### config.mk
export PLATFORM = sky130hd
export DESIGN_NAME = uart_rx_ring_tx_buffer_unit
export DESIGN_NICKNAME = d
export VERILOG_FILES = /design/src/rtl/urtb_pkg.sv /design/src/rtl/urtb_front.sv /design/src/rtl/urtb_fifo.sv /design/src/rtl/urtb_back.sv /design/src/rtl/uart_rx_ring_tx_buffer_unit.sv
export SDC_FILE = /design/constraint.sdc
export NUM_CORES = 2
export LEC_CHECK = 0
export ABC_AREA = 1
export BUFFER_PORTS_ARGS = -buffer_cell sky130_fd_sc_hd__buf_2
export CORE_UTILIZATION = 30
export CTS_CLUSTER_DIAMETER = 30
export CTS_CLUSTER_SIZE = 24
export DETAILED_ROUTE_END_ITERATION = 10
export GPL_TIMING_DRIVEN = 0
export PLACE_DENSITY = 0.46
export SYNTH_ARGS = -nofsm -noshare
export SYNTH_HDL_FRONTEND = slang
export SYNTH_SLANG_ARGS = --single-unit
### constraint.sdc
create_clock -name i_clk -period 12.1 [get_ports i_clk]
set_input_delay 1.815 -clock i_clk [delete_from_list [all_inputs] [get_ports i_clk]]
set_output_delay 1.815 -clock i_clk [all_outputs]
set_load 0.02 [all_outputs]
### src/rtl/urtb_pkg.sv
// shared types and constants for the receive ring and transmit buffer unit
package urtb_pkg;

    localparam int DATA_W       = 8;
    localparam int RX_COUNT_W   = 7;
    localparam int RX_COUNT_MAX = 127;

    typedef enum logic [1:0] {
        MODE_RX_BYTE = 2'd0,
        MODE_READ    = 2'd1,
        MODE_APPEND  = 2'd2,
        MODE_TICK    = 2'd3
    } t_mode;

    typedef enum logic [1:0] {
        ST_OK    = 2'd0,
        ST_BUSY  = 2'd1,
        ST_TRUNC = 2'd2
    } t_status;

    typedef enum logic [2:0] {
        OP_NONE  = 3'd0,
        OP_RX_WR = 3'd1,
        OP_RX_RD = 3'd2,
        OP_TX_WR = 3'd3,
        OP_TX_RD = 3'd4
    } t_mem_op;

    typedef struct packed {
        t_mem_op                op;
        t_status                status;
        logic                   dropped;
        logic [RX_COUNT_W-1:0]  rx_count;
        logic                   tx_sending;
        logic                   tx_armed;
    } t_cmd;

endpackage

### src/rtl/urtb_front.sv
// front end: accepts items, updates pointers and counts, issues store commands
module urtb_front
    import urtb_pkg::*;
#(
    parameter int RX_DEPTH = 128,
    parameter int TX_DEPTH = 128,
    parameter int RX_AW    = 7,
    parameter int TX_AW    = 7,
    parameter int TX_CW    = 8
) (
    input  logic              i_clk,
    input  logic              i_rst_n,
    input  logic              i_push,
    input  t_mode             i_mode,
    input  logic [DATA_W-1:0] i_data_in,
    input  logic              i_last_byte,
    output t_cmd              o_cmd,
    output logic [RX_AW-1:0]  o_rx_addr,
    output logic [TX_AW-1:0]  o_tx_addr,
    output logic [DATA_W-1:0] o_wdata
);

    localparam int RX_CW = RX_AW + 1;
    localparam int EXT_W = RX_CW + RX_COUNT_W;

    logic [RX_AW-1:0] r_rx_head, n_rx_head;
    logic [RX_AW-1:0] r_rx_tail, n_rx_tail;
    logic [TX_CW-1:0] r_tx_next, n_tx_next;
    logic [TX_CW-1:0] r_tx_remaining, n_tx_remaining;
    logic [TX_CW-1:0] r_load_count, n_load_count;
    logic             r_ready_enable, n_ready_enable;

    logic [RX_AW-1:0] head_adv;
    logic [RX_AW-1:0] tail_adv;
    logic [RX_CW-1:0] diff;
    logic [EXT_W-1:0] diff_ext;

    assign head_adv = (r_rx_head == RX_AW'(RX_DEPTH - 1)) ? '0 : r_rx_head + 1'b1;
    assign tail_adv = (r_rx_tail == RX_AW'(RX_DEPTH - 1)) ? '0 : r_rx_tail + 1'b1;

    always_comb begin
        n_rx_head      = r_rx_head;
        n_rx_tail      = r_rx_tail;
        n_tx_next      = r_tx_next;
        n_tx_remaining = r_tx_remaining;
        n_load_count   = r_load_count;
        n_ready_enable = r_ready_enable;
        o_cmd.op       = OP_NONE;
        o_cmd.status   = ST_OK;
        o_cmd.dropped  = 1'b0;
        o_rx_addr      = r_rx_head;
        o_tx_addr      = r_load_count[TX_AW-1:0];
        o_wdata        = i_data_in;
        case (i_mode)
            MODE_RX_BYTE: begin
                o_cmd.op  = OP_RX_WR;
                o_rx_addr = r_rx_head;
                n_rx_head = head_adv;
                if (head_adv == r_rx_tail) begin
                    n_rx_tail     = tail_adv;
                    o_cmd.dropped = 1'b1;
                end
            end
            MODE_READ: begin
                if (r_rx_head != r_rx_tail) begin
                    o_cmd.op  = OP_RX_RD;
                    o_rx_addr = r_rx_tail;
                    n_rx_tail = tail_adv;
                end
            end
            MODE_APPEND: begin
                if (r_tx_remaining != '0) begin
                    o_cmd.status = ST_BUSY;
                end else begin
                    if (r_load_count < TX_CW'(TX_DEPTH)) begin
                        o_cmd.op     = OP_TX_WR;
                        o_tx_addr    = r_load_count[TX_AW-1:0];
                        n_load_count = r_load_count + 1'b1;
                    end else begin
                        o_cmd.status = ST_TRUNC;
                    end
                    if (i_last_byte) begin
                        n_tx_remaining = n_load_count;
                        n_tx_next      = '0;
                        n_load_count   = '0;
                        n_ready_enable = 1'b1;
                    end
                end
            end
            MODE_TICK: begin
                if (r_tx_remaining != '0) begin
                    o_cmd.op       = OP_TX_RD;
                    o_tx_addr      = r_tx_next[TX_AW-1:0];
                    n_tx_next      = r_tx_next + 1'b1;
                    n_tx_remaining = r_tx_remaining - 1'b1;
                end else begin
                    n_ready_enable = 1'b0;
                end
            end
            default: begin
                o_cmd.op = OP_NONE;
            end
        endcase

        if (n_rx_head >= n_rx_tail) begin
            diff = RX_CW'(n_rx_head) - RX_CW'(n_rx_tail);
        end else begin
            diff = RX_CW'(n_rx_head) + RX_CW'(RX_DEPTH) - RX_CW'(n_rx_tail);
        end
        diff_ext = EXT_W'(diff);
        o_cmd.rx_count = (diff_ext > EXT_W'(RX_COUNT_MAX)) ?
                         RX_COUNT_W'(RX_COUNT_MAX) : diff_ext[RX_COUNT_W-1:0];
        o_cmd.tx_sending = (n_tx_remaining != '0);
        o_cmd.tx_armed   = n_ready_enable;
    end

    always_ff @(posedge i_clk) begin
        if (!i_rst_n) begin
            r_rx_head      <= '0;
            r_rx_tail      <= '0;
            r_tx_next      <= '0;
            r_tx_remaining <= '0;
            r_load_count   <= '0;
            r_ready_enable <= 1'b0;
        end else if (i_push) begin
            r_rx_head      <= n_rx_head;
            r_rx_tail      <= n_rx_tail;
            r_tx_next      <= n_tx_next;
            r_tx_remaining <= n_tx_remaining;
            r_load_count   <= n_load_count;
            r_ready_enable <= n_ready_enable;
        end
    end

endmodule

### src/rtl/urtb_fifo.sv
// two-entry command queue between front end and back end
module urtb_fifo #(
    parameter int WIDTH = 32
) (
    input  logic             i_clk,
    input  logic             i_rst_n,
    input  logic             i_push,
    input  logic [WIDTH-1:0] i_data,
    output logic             o_full,
    input  logic             i_pop,
    output logic             o_valid,
    output logic [WIDTH-1:0] o_data
);

    logic [WIDTH-1:0] r_entry [2];
    logic             r_wr_ptr;
    logic             r_rd_ptr;
    logic [1:0]       r_count;

    assign o_full  = (r_count == 2'd2);
    assign o_valid = (r_count != 2'd0);
    assign o_data  = r_entry[r_rd_ptr];

    always_ff @(posedge i_clk) begin
        if (i_push) begin
            r_entry[r_wr_ptr] <= i_data;
        end
    end

    always_ff @(posedge i_clk) begin
        if (!i_rst_n) begin
            r_wr_ptr <= 1'b0;
            r_rd_ptr <= 1'b0;
            r_count  <= 2'd0;
        end else begin
            if (i_push) begin
                r_wr_ptr <= ~r_wr_ptr;
            end
            if (i_pop) begin
                r_rd_ptr <= ~r_rd_ptr;
            end
            case ({i_push, i_pop})
                2'b10:   r_count <= r_count + 2'd1;
                2'b01:   r_count <= r_count - 2'd1;
                default: r_count <= r_count;
            endcase
        end
    end

endmodule

### src/rtl/urtb_back.sv
// back end: receive and transmit stores plus the result register
module urtb_back
    import urtb_pkg::*;
#(
    parameter int RX_DEPTH = 128,
    parameter int TX_DEPTH = 128,
    parameter int RX_AW    = 7,
    parameter int TX_AW    = 7
) (
    input  logic                  i_clk,
    input  logic                  i_rst_n,
    input  logic                  i_cmd_valid,
    output logic                  o_cmd_pop,
    input  t_cmd                  i_cmd,
    input  logic [RX_AW-1:0]      i_rx_addr,
    input  logic [TX_AW-1:0]      i_tx_addr,
    input  logic [DATA_W-1:0]     i_wdata,
    output logic                  o_out_valid,
    input  logic                  i_out_ready,
    output logic [DATA_W-1:0]     o_data_out,
    output logic                  o_data_valid,
    output logic [1:0]            o_status,
    output logic                  o_dropped_oldest,
    output logic [RX_COUNT_W-1:0] o_rx_count,
    output logic                  o_tx_sending,
    output logic                  o_tx_armed
);

    logic [DATA_W-1:0] rx_mem [RX_DEPTH];
    logic [DATA_W-1:0] tx_mem [TX_DEPTH];
    logic [DATA_W-1:0] r_rx_rd;
    logic [DATA_W-1:0] r_tx_rd;
    t_cmd              r_cmd;
    logic              r_out_valid;

    assign o_cmd_pop = i_cmd_valid && (!r_out_valid || i_out_ready);

    always_ff @(posedge i_clk) begin
        if (o_cmd_pop && (i_cmd.op == OP_RX_WR)) begin
            rx_mem[i_rx_addr] <= i_wdata;
        end
        if (o_cmd_pop && (i_cmd.op == OP_RX_RD)) begin
            r_rx_rd <= rx_mem[i_rx_addr];
        end
    end

    always_ff @(posedge i_clk) begin
        if (o_cmd_pop && (i_cmd.op == OP_TX_WR)) begin
            tx_mem[i_tx_addr] <= i_wdata;
        end
        if (o_cmd_pop && (i_cmd.op == OP_TX_RD)) begin
            r_tx_rd <= tx_mem[i_tx_addr];
        end
    end

    always_ff @(posedge i_clk) begin
        if (o_cmd_pop) begin
            r_cmd <= i_cmd;
        end
    end

    always_ff @(posedge i_clk) begin
        if (!i_rst_n) begin
            r_out_valid <= 1'b0;
        end else if (o_cmd_pop) begin
            r_out_valid <= 1'b1;
        end else if (i_out_ready) begin
            r_out_valid <= 1'b0;
        end
    end

    always_comb begin
        case (r_cmd.op)
            OP_RX_RD: o_data_out = r_rx_rd;
            OP_TX_RD: o_data_out = r_tx_rd;
            default:  o_data_out = '0;
        endcase
    end

    assign o_out_valid      = r_out_valid;
    assign o_data_valid     = (r_cmd.op == OP_RX_RD) || (r_cmd.op == OP_TX_RD);
    assign o_status         = r_cmd.status;
    assign o_dropped_oldest = r_cmd.dropped;
    assign o_rx_count       = r_cmd.rx_count;
    assign o_tx_sending     = r_cmd.tx_sending;
    assign o_tx_armed       = r_cmd.tx_armed;

endmodule

### src/rtl/uart_rx_ring_tx_buffer_unit.sv
// top level of the receive ring and transmit buffer unit
// Takes one item per cycle unless stalled and returns one result per item in
// order. The front end updates ring pointers and transmit counts in the cycle
// an item is transferred and queues one store command; the back end performs
// that single store access and registers the result, so items pass through the
// two-entry command queue and the result register. The rate is one item per
// cycle while the output is not stalled, bounded by the one store access per
// item in the back end. The receive ring holds RX_DEPTH-1 bytes and overwrites
// the oldest when full; the transmit buffer holds TX_DEPTH bytes. The stores
// need no clearing after reset, so items are taken as soon as reset is released.
module uart_rx_ring_tx_buffer_unit
    import urtb_pkg::*;
#(
    parameter int RX_DEPTH = 128,
    parameter int TX_DEPTH = 128
) (
    input  logic                  i_clk,
    input  logic                  i_rst_n,
    input  logic                  i_in_valid,
    output logic                  o_in_ready,
    input  logic [1:0]            i_mode,
    input  logic [DATA_W-1:0]     i_data_in,
    input  logic                  i_last_byte,
    output logic                  o_out_valid,
    input  logic                  i_out_ready,
    output logic [DATA_W-1:0]     o_data_out,
    output logic                  o_data_valid,
    output logic [1:0]            o_status,
    output logic                  o_dropped_oldest,
    output logic [RX_COUNT_W-1:0] o_rx_count,
    output logic                  o_tx_sending,
    output logic                  o_tx_armed
);

    localparam int RX_AW  = $clog2(RX_DEPTH);
    localparam int TX_AW  = (TX_DEPTH > 1) ? $clog2(TX_DEPTH) : 1;
    localparam int TX_CW  = $clog2(TX_DEPTH + 1);
    localparam int CMD_W  = $bits(t_cmd);
    localparam int FIFO_W = CMD_W + RX_AW + TX_AW + DATA_W;

    logic              push;
    logic              fifo_full;
    logic              fifo_valid;
    logic              fifo_pop;
    t_cmd              f_cmd;
    logic [RX_AW-1:0]  f_rx_addr;
    logic [TX_AW-1:0]  f_tx_addr;
    logic [DATA_W-1:0] f_wdata;
    logic [FIFO_W-1:0] q_out;
    t_cmd              b_cmd;

    assign o_in_ready = !fifo_full;
    assign push       = i_in_valid && o_in_ready;

    urtb_front #(
        .RX_DEPTH (RX_DEPTH),
        .TX_DEPTH (TX_DEPTH),
        .RX_AW    (RX_AW),
        .TX_AW    (TX_AW),
        .TX_CW    (TX_CW)
    ) u_front (
        .i_clk       (i_clk),
        .i_rst_n     (i_rst_n),
        .i_push      (push),
        .i_mode      (t_mode'(i_mode)),
        .i_data_in   (i_data_in),
        .i_last_byte (i_last_byte),
        .o_cmd       (f_cmd),
        .o_rx_addr   (f_rx_addr),
        .o_tx_addr   (f_tx_addr),
        .o_wdata     (f_wdata)
    );

    urtb_fifo #(
        .WIDTH (FIFO_W)
    ) u_fifo (
        .i_clk   (i_clk),
        .i_rst_n (i_rst_n),
        .i_push  (push),
        .i_data  ({f_cmd, f_rx_addr, f_tx_addr, f_wdata}),
        .o_full  (fifo_full),
        .i_pop   (fifo_pop),
        .o_valid (fifo_valid),
        .o_data  (q_out)
    );

    assign b_cmd = t_cmd'(q_out[FIFO_W-1 -: CMD_W]);

    urtb_back #(
        .RX_DEPTH (RX_DEPTH),
        .TX_DEPTH (TX_DEPTH),
        .RX_AW    (RX_AW),
        .TX_AW    (TX_AW)
    ) u_back (
        .i_clk            (i_clk),
        .i_rst_n          (i_rst_n),
        .i_cmd_valid      (fifo_valid),
        .o_cmd_pop        (fifo_pop),
        .i_cmd            (b_cmd),
        .i_rx_addr        (q_out[DATA_W+TX_AW +: RX_AW]),
        .i_tx_addr        (q_out[DATA_W +: TX_AW]),
        .i_wdata          (q_out[DATA_W-1:0]),
        .o_out_valid      (o_out_valid),
        .i_out_ready      (i_out_ready),
        .o_data_out       (o_data_out),
        .o_data_valid     (o_data_valid),
        .o_status         (o_status),
        .o_dropped_oldest (o_dropped_oldest),
        .o_rx_count       (o_rx_count),
        .o_tx_sending     (o_tx_sending),
        .o_tx_armed       (o_tx_armed)
    );

endmodule
[After elaboration in Yosys (flattened, before gate mapping)]
Memories as Yosys holds them, arrays and structs flattened. A register that Yosys moved wholly into a read port is not among the register bits.
Index checks and enable logic that the tools add are counted.
Word-level totals
  bits in registers: 59
  bits in latches: 0
  bits in writable memories: 2122
  ROM bits: 0
  input bits: 15
  output and inout bits: 23
  word-level logic and storage cells: 121
  memories kept: 3
Memories
  u_back.rx_mem: depth 128, bits a word 8, read ports 1, clocked after memory_dff 1, wr ports 1, line urtb_back.sv:29  | logic [DATA_W-1:0] rx_mem [RX_DEPTH];
  u_back.tx_mem: depth 128, bits a word 8, read ports 1, clocked after memory_dff 1, wr ports 1, line urtb_back.sv:30  | logic [DATA_W-1:0] tx_mem [TX_DEPTH];
  u_fifo.r_entry: depth 2, bits a word 37, read ports 1, clocked after memory_dff 1, wr ports 1, line urtb_fifo.sv:15  | logic [WIDTH-1:0] r_entry [2];
Cells by class
  add/sub/neg operators: 10
  multipliers: 0
  divide/modulo/power cells: 0
  order comparisons: 3
  equality and inequality tests: 19
  shift-type cells: 0
  muxes and demuxes: 48
  bitwise gates (word level): 3
  reductions and logical operators: 19
Operators with widths (count)
  two-way mux 8 bit: 9
  two-way mux 7 bit: 10
  case mux 8 bit (2 select lines): 3
  adder 8 x 1 -> 8 bit, second input constant: 2
  nonzero test 8 bit: 2
  two-way mux 1 bit: 15
  adder 7 x 1 -> 7 bit, second input constant: 2
  equality test 7 bit, second input constant: 2
  case mux 7 bit (2 select lines): 1
  case mux 3 bit (4 select lines): 1
  two-way mux 2 bit: 5
  equality test 3 x 2 -> 1 bit, second input constant: 3
  adder 7 x 8 -> 8 bit, second input constant: 1
  equality test 2 bit, second input constant: 4
  > comparator 8 x 7 -> 1 bit, second input constant: 1
  less-than comparator 8 bit, second input constant: 1
  nonzero test 2 bit: 4
  subtractor 7 x 7 -> 8 bit: 1
  subtractor 8 x 1 -> 8 bit, second input constant: 1
  subtractor 8 x 7 -> 8 bit: 1
  equality test 7 bit: 1
  >= comparator 7 bit: 1
  inequality test 7 bit: 1
  equality test 3 bit, second input constant: 2
  16 further kinds: 28

[Longest topological paths before layout]
  depth after elaboration: 9
  gate-level depth with buffers: 26
  gate-level depth less buffers: 26

[Modules after synthesis]
From an unflattened synthesis, not the netlist that was laid out.
Unflattened totals
  cell total of the unflattened synthesis: 9605
  area total of the unflattened synthesis: 95216.3 um^2
Modules (own cells, without submodules)
  urtb_back: instances 1, cells an instance 8842, area an instance 88397.3 um^2, sequential area each 62449.9 um^2
  urtb_front: instances 1, cells an instance 610, area an instance 3756.1 um^2, sequential area each 760.7 um^2
  urtb_fifo: instances 1, cells an instance 150, area an instance 3049.2 um^2, sequential area each 2322.2 um^2
  uart_rx_ring_tx_buffer_unit: instances 1, cells an instance 3, area an instance 13.8 um^2, sequential area each 0.0 um^2

[Least setup slack after synthesis]
OpenSTA, ideal clock, no wires.
  path kind: input port to flip-flop
  start point: in i_mode[1]
  end point: mem u_fifo.r_entry[0][25] (netlist name) (data pin)
  library setup time: 0.290 ns
  data arrival time: 4.609 ns
  required time: 11.810 ns
  setup slack: 7.202 ns
  stages: 15
  path buffers: 1
  path through: buf_2 > nor2_1 > clkinv_1 > or2_2 > o21ai_0 > inv_1 > fa_1 > inv_1 > o21ai_0 > o21ai_1 > a21oi_1 > nor2_1 > inv_2 > a21oi_1 > o211ai_1
RTL lines
  start, declared: line uart_rx_ring_tx_buffer_unit.sv:21  | input logic [1:0] i_mode,
  end, declared: line urtb_fifo.sv:15

==> summary.txt <==
Rows -> 201
crit path DAT -> 6.72 ns
Tot Pwr -> 35800 uW
drt wl/cell -> 33.4 um
Clk Latency, worst-skew pair -> 0.99 ns
Critical Path RT -> 12.70 ns
YS warnings -> 0
post-route cell area -> 115000 um2
Post-Synth Simple-Gate Area -> 17.8%
largest family of logic cells by synthesized area -> simple AND/OR/NAND/NOR gates
antenna-violating nets left -> 0
Clock Tree Buf Depth -> 4
layout cells sized above 1 -> 13.8%
final setup violation count -> 0
crit path max fanout -> 10
setup bufs post-CTS -> 0
Final Hold Viols -> 0
Placeable Area -> 300000 um2
Post-Synth XOR/XNOR Area -> 0.280%
Synth Area per Inst -> 11.1 um2
CTS Hold Bufs -> 0
NumNets Final -> 8794
Final Cycle Share -> 50.6%
DIE HEIGHT -> 552 um
1st-iter DRT viols -> 9704
status -> complete, but fails checks
post-synthesis adder-cell area fraction -> 0.251%
Static Leak -> 0.0431 uW
CTS root buffer -> clkbuf_16
Die Wd -> 552 um
setup TNS -> 0 ns
worst path bufs/invs -> 4
first-pass GRT wire length -> 576000 um
part of the Yosys area used for sequential elements -> 72.3%
Net Sw Frac -> 41.1%
maximum clock rate -> 0.163 GHz
Ports -> 38
Startpoint Class -> flip-flop
critical path class -> flip-flop to flip-flop
Pre-antenna DRT Iters -> 7
top_reg_cell synth -> edfxtp_1
Num CTS Buffers -> 524
CTS tree -> built
Syn Inst Count -> 8149
Syn Nets -> 8181
Vias -> 69000
Starting Density -> 30.2%
final core utilization -> 38.2%
Yosys top cell area share -> 71.3%
failing checks -> capacitance limit, slew limit
post-synthesis mux area share -> 0.0607%
minimum clock period -> 6.12 ns
Synth area leader -> edfxtp_1
area of the die -> 304000 um2
Post-Route WL -> 439000 um
Gate power share -> 33.8%
Final Max Tran Viols -> 106
clock sink total -> 2197
Synth async-reset ratio -> 0%
CP max stage delay -> 1.29 ns
cells along the critical path -> buf_4, nand2_1, nand2_2, nand3_1, inv_2, clkbuf_1, nand2_1, clkbuf_1, nor2_1
Post-DP Area -> 97000 um2
area grow syn2layout -> 26.5%
post-synth cell types -> 48
CP Capture Type -> flip-flop
vias in the first global route -> 64800
initial antenna violation count -> 32
delay-heaviest family, CP -> simple AND/OR/NAND/NOR gates
largest net degree at the start of global routing -> 77
Post-CTS Resized -> 0
Worst slew margin -> -6.52%
Max-Cap Viols -> 14
worst-margin pin slew -> 1.60 ns
slowest cell on the critical path -> nor2_1
Synth Area in Compound Gates -> 6.09%
Worst VDD drop -> 0.205 mV
Cell Pwr Density -> 312 nW/um2
Clock Skew -> 0.0493 ns
pre-CTS setup slack -> 5.95 ns
slack of the critical path -> 5.98 ns
Worst-path clk slew -> 0.04 ns
GP Congestion -> 1.02
Flop pwr share -> 27.0%
flop and latch count out of synthesis -> 2197
Int Power -> 21100 uW
Detailed Place HPWL -> 299000 um
H-Tree Depth -> 6
RSZ-0062 raised after global routing -> false
net switching power -> 14700 uW
Synth Cell Area -> 90700 um2
vias per inst -> 5.24
Clk network pwr share -> 39.2%
Hold Path Class -> flip-flop to flip-flop
Synth area leaders -> edfxtp_1 (71%), nand2_1 (14%), a21oi_1 (3.5%)
total grt overflow -> 0
drc violations -> 0
EDFF count, synth -> 2153
port bufs -> 35
total global-route track usage -> 28.3%
## cell type report
class / instances / area, um2
inverter: 264 / 991
multi-input combinational: 5294 / 22300
clock buffer: 615 / 13600
clock inverter: 336 / 4040
sequential: 2197 / 65500
antenna: 10 / 25.0
buffer: 394 / 1990
fill: 29300 / 186000
timing repair buffer: 87 / 1300
tap: 3958 / 4950
## synth_stat cells (all sizes together), types with 4 or more instances
library cell / n
a21oi: 638
a22oi: 43
a31oi: 4
buf: 303
clkbuf: 91
dfxtp: 44
edfxtp: 2153
ha: 15
inv: 261
nand2: 3419
nand3: 98
nand4: 48
nor2: 581
nor3: 14
o211ai: 7
o21a: 9
o21ai: 355
or2: 10
xnor2: 12
xor2: 17
## metal layers
metal | track usage [%] | routed length, um | vias to the layer above
li1 | - | - | 29200
met1 | 36.8 | 176000 | 34500
met2 | 43.3 | 194000 | 4212
met3 | 5.94 | 40200 | 1038
met4 | 17.5 | 29900 | 14
met5 | 0 | 109 | -
## cells by family after synthesis
family | count (synthesis)
AOI/OAI and AO/OA | 1065
and+or+nand+nor | 4180
xor gates and xnor gates | 29
buffers and inverters | 658
muxes | 3
adders and majority gates | 17
DFF | 2197
## metrics by stage
stage,std cells,hold slack (ns)
floorplan,8149,0.426
CTS,13100,0.461
detailed placement,12200,0.454
global placement,12100,0.441
finish,13200,0.469
global route,13100,0.485
## cells in the final DEF, fill, tap and decap left out, drive strengths merged, types with 4 or more instances in the layout
master and n:
edfxtp 2153, buf 390, nor2 581, dfxtp 44, nand2 3419, ha 15, or2 10, a31oi 4
clkinv 212, bufinv 61, nand3 98, inv 287, nand4 48, o21a 9, clkinvlp 40, xnor2 12
diode 10, a21oi 638, nor3 14, o21ai 355, clkbuf 706, a22oi 43, xor2 17, o211ai 7
## worst paths after layout
path	startpoint	to	slack [ns]	cells after the start
setup / recovery	flip-flop	u_back.rx_mem[95][6]	5.98	9
hold / removal	u_fifo.r_rd_ptr	u_fifo.r_rd_ptr	0.47	1
setup reg to reg	flip-flop	u_back.rx_mem[95][6]	5.98	9
hold reg to reg	u_fifo.r_rd_ptr	u_fifo.r_rd_ptr	0.47	1
## sequential cells by signal, indices dropped and copies added, names as in the netlist, named ones only
name	count
u_fifo.r_entry	74
u_back.o_out_valid	1
u_back.rx_mem	1024
u_front.r_ready_enable	1
u_back.o_dropped_oldest	1
u_front.r_rx_tail	7
u_back.o_tx_armed	1
u_back.o_rx_count	7
u_front.r_rx_head	7
u_fifo.r_wr_ptr	1
u_fifo.r_rd_ptr	1
u_back.o_tx_sending	1
u_back.r_tx_rd	8
u_back.r_cmd	3
u_back.o_status	2
u_front.r_tx_next	7
u_back.r_rx_rd	8
u_front.r_tx_remaining	8
u_fifo.r_count	2
u_front.r_load_count	8
u_back.tx_mem	1024
## power by group through the flow
stage | clock network (uW) | registers, uW | logic (uW)
final | 14000 | 9670 | 12100
after global routing | 14500 | 9680 | 12200
after CTS | 14100 | 9670 | 11600
after detailed placement | 0 | 9800 | 11600
after global placement | 0 | 10700 | 11200
after floorplan | 0 | 10100 | 4750
Power figures use the tool's default switching activity.
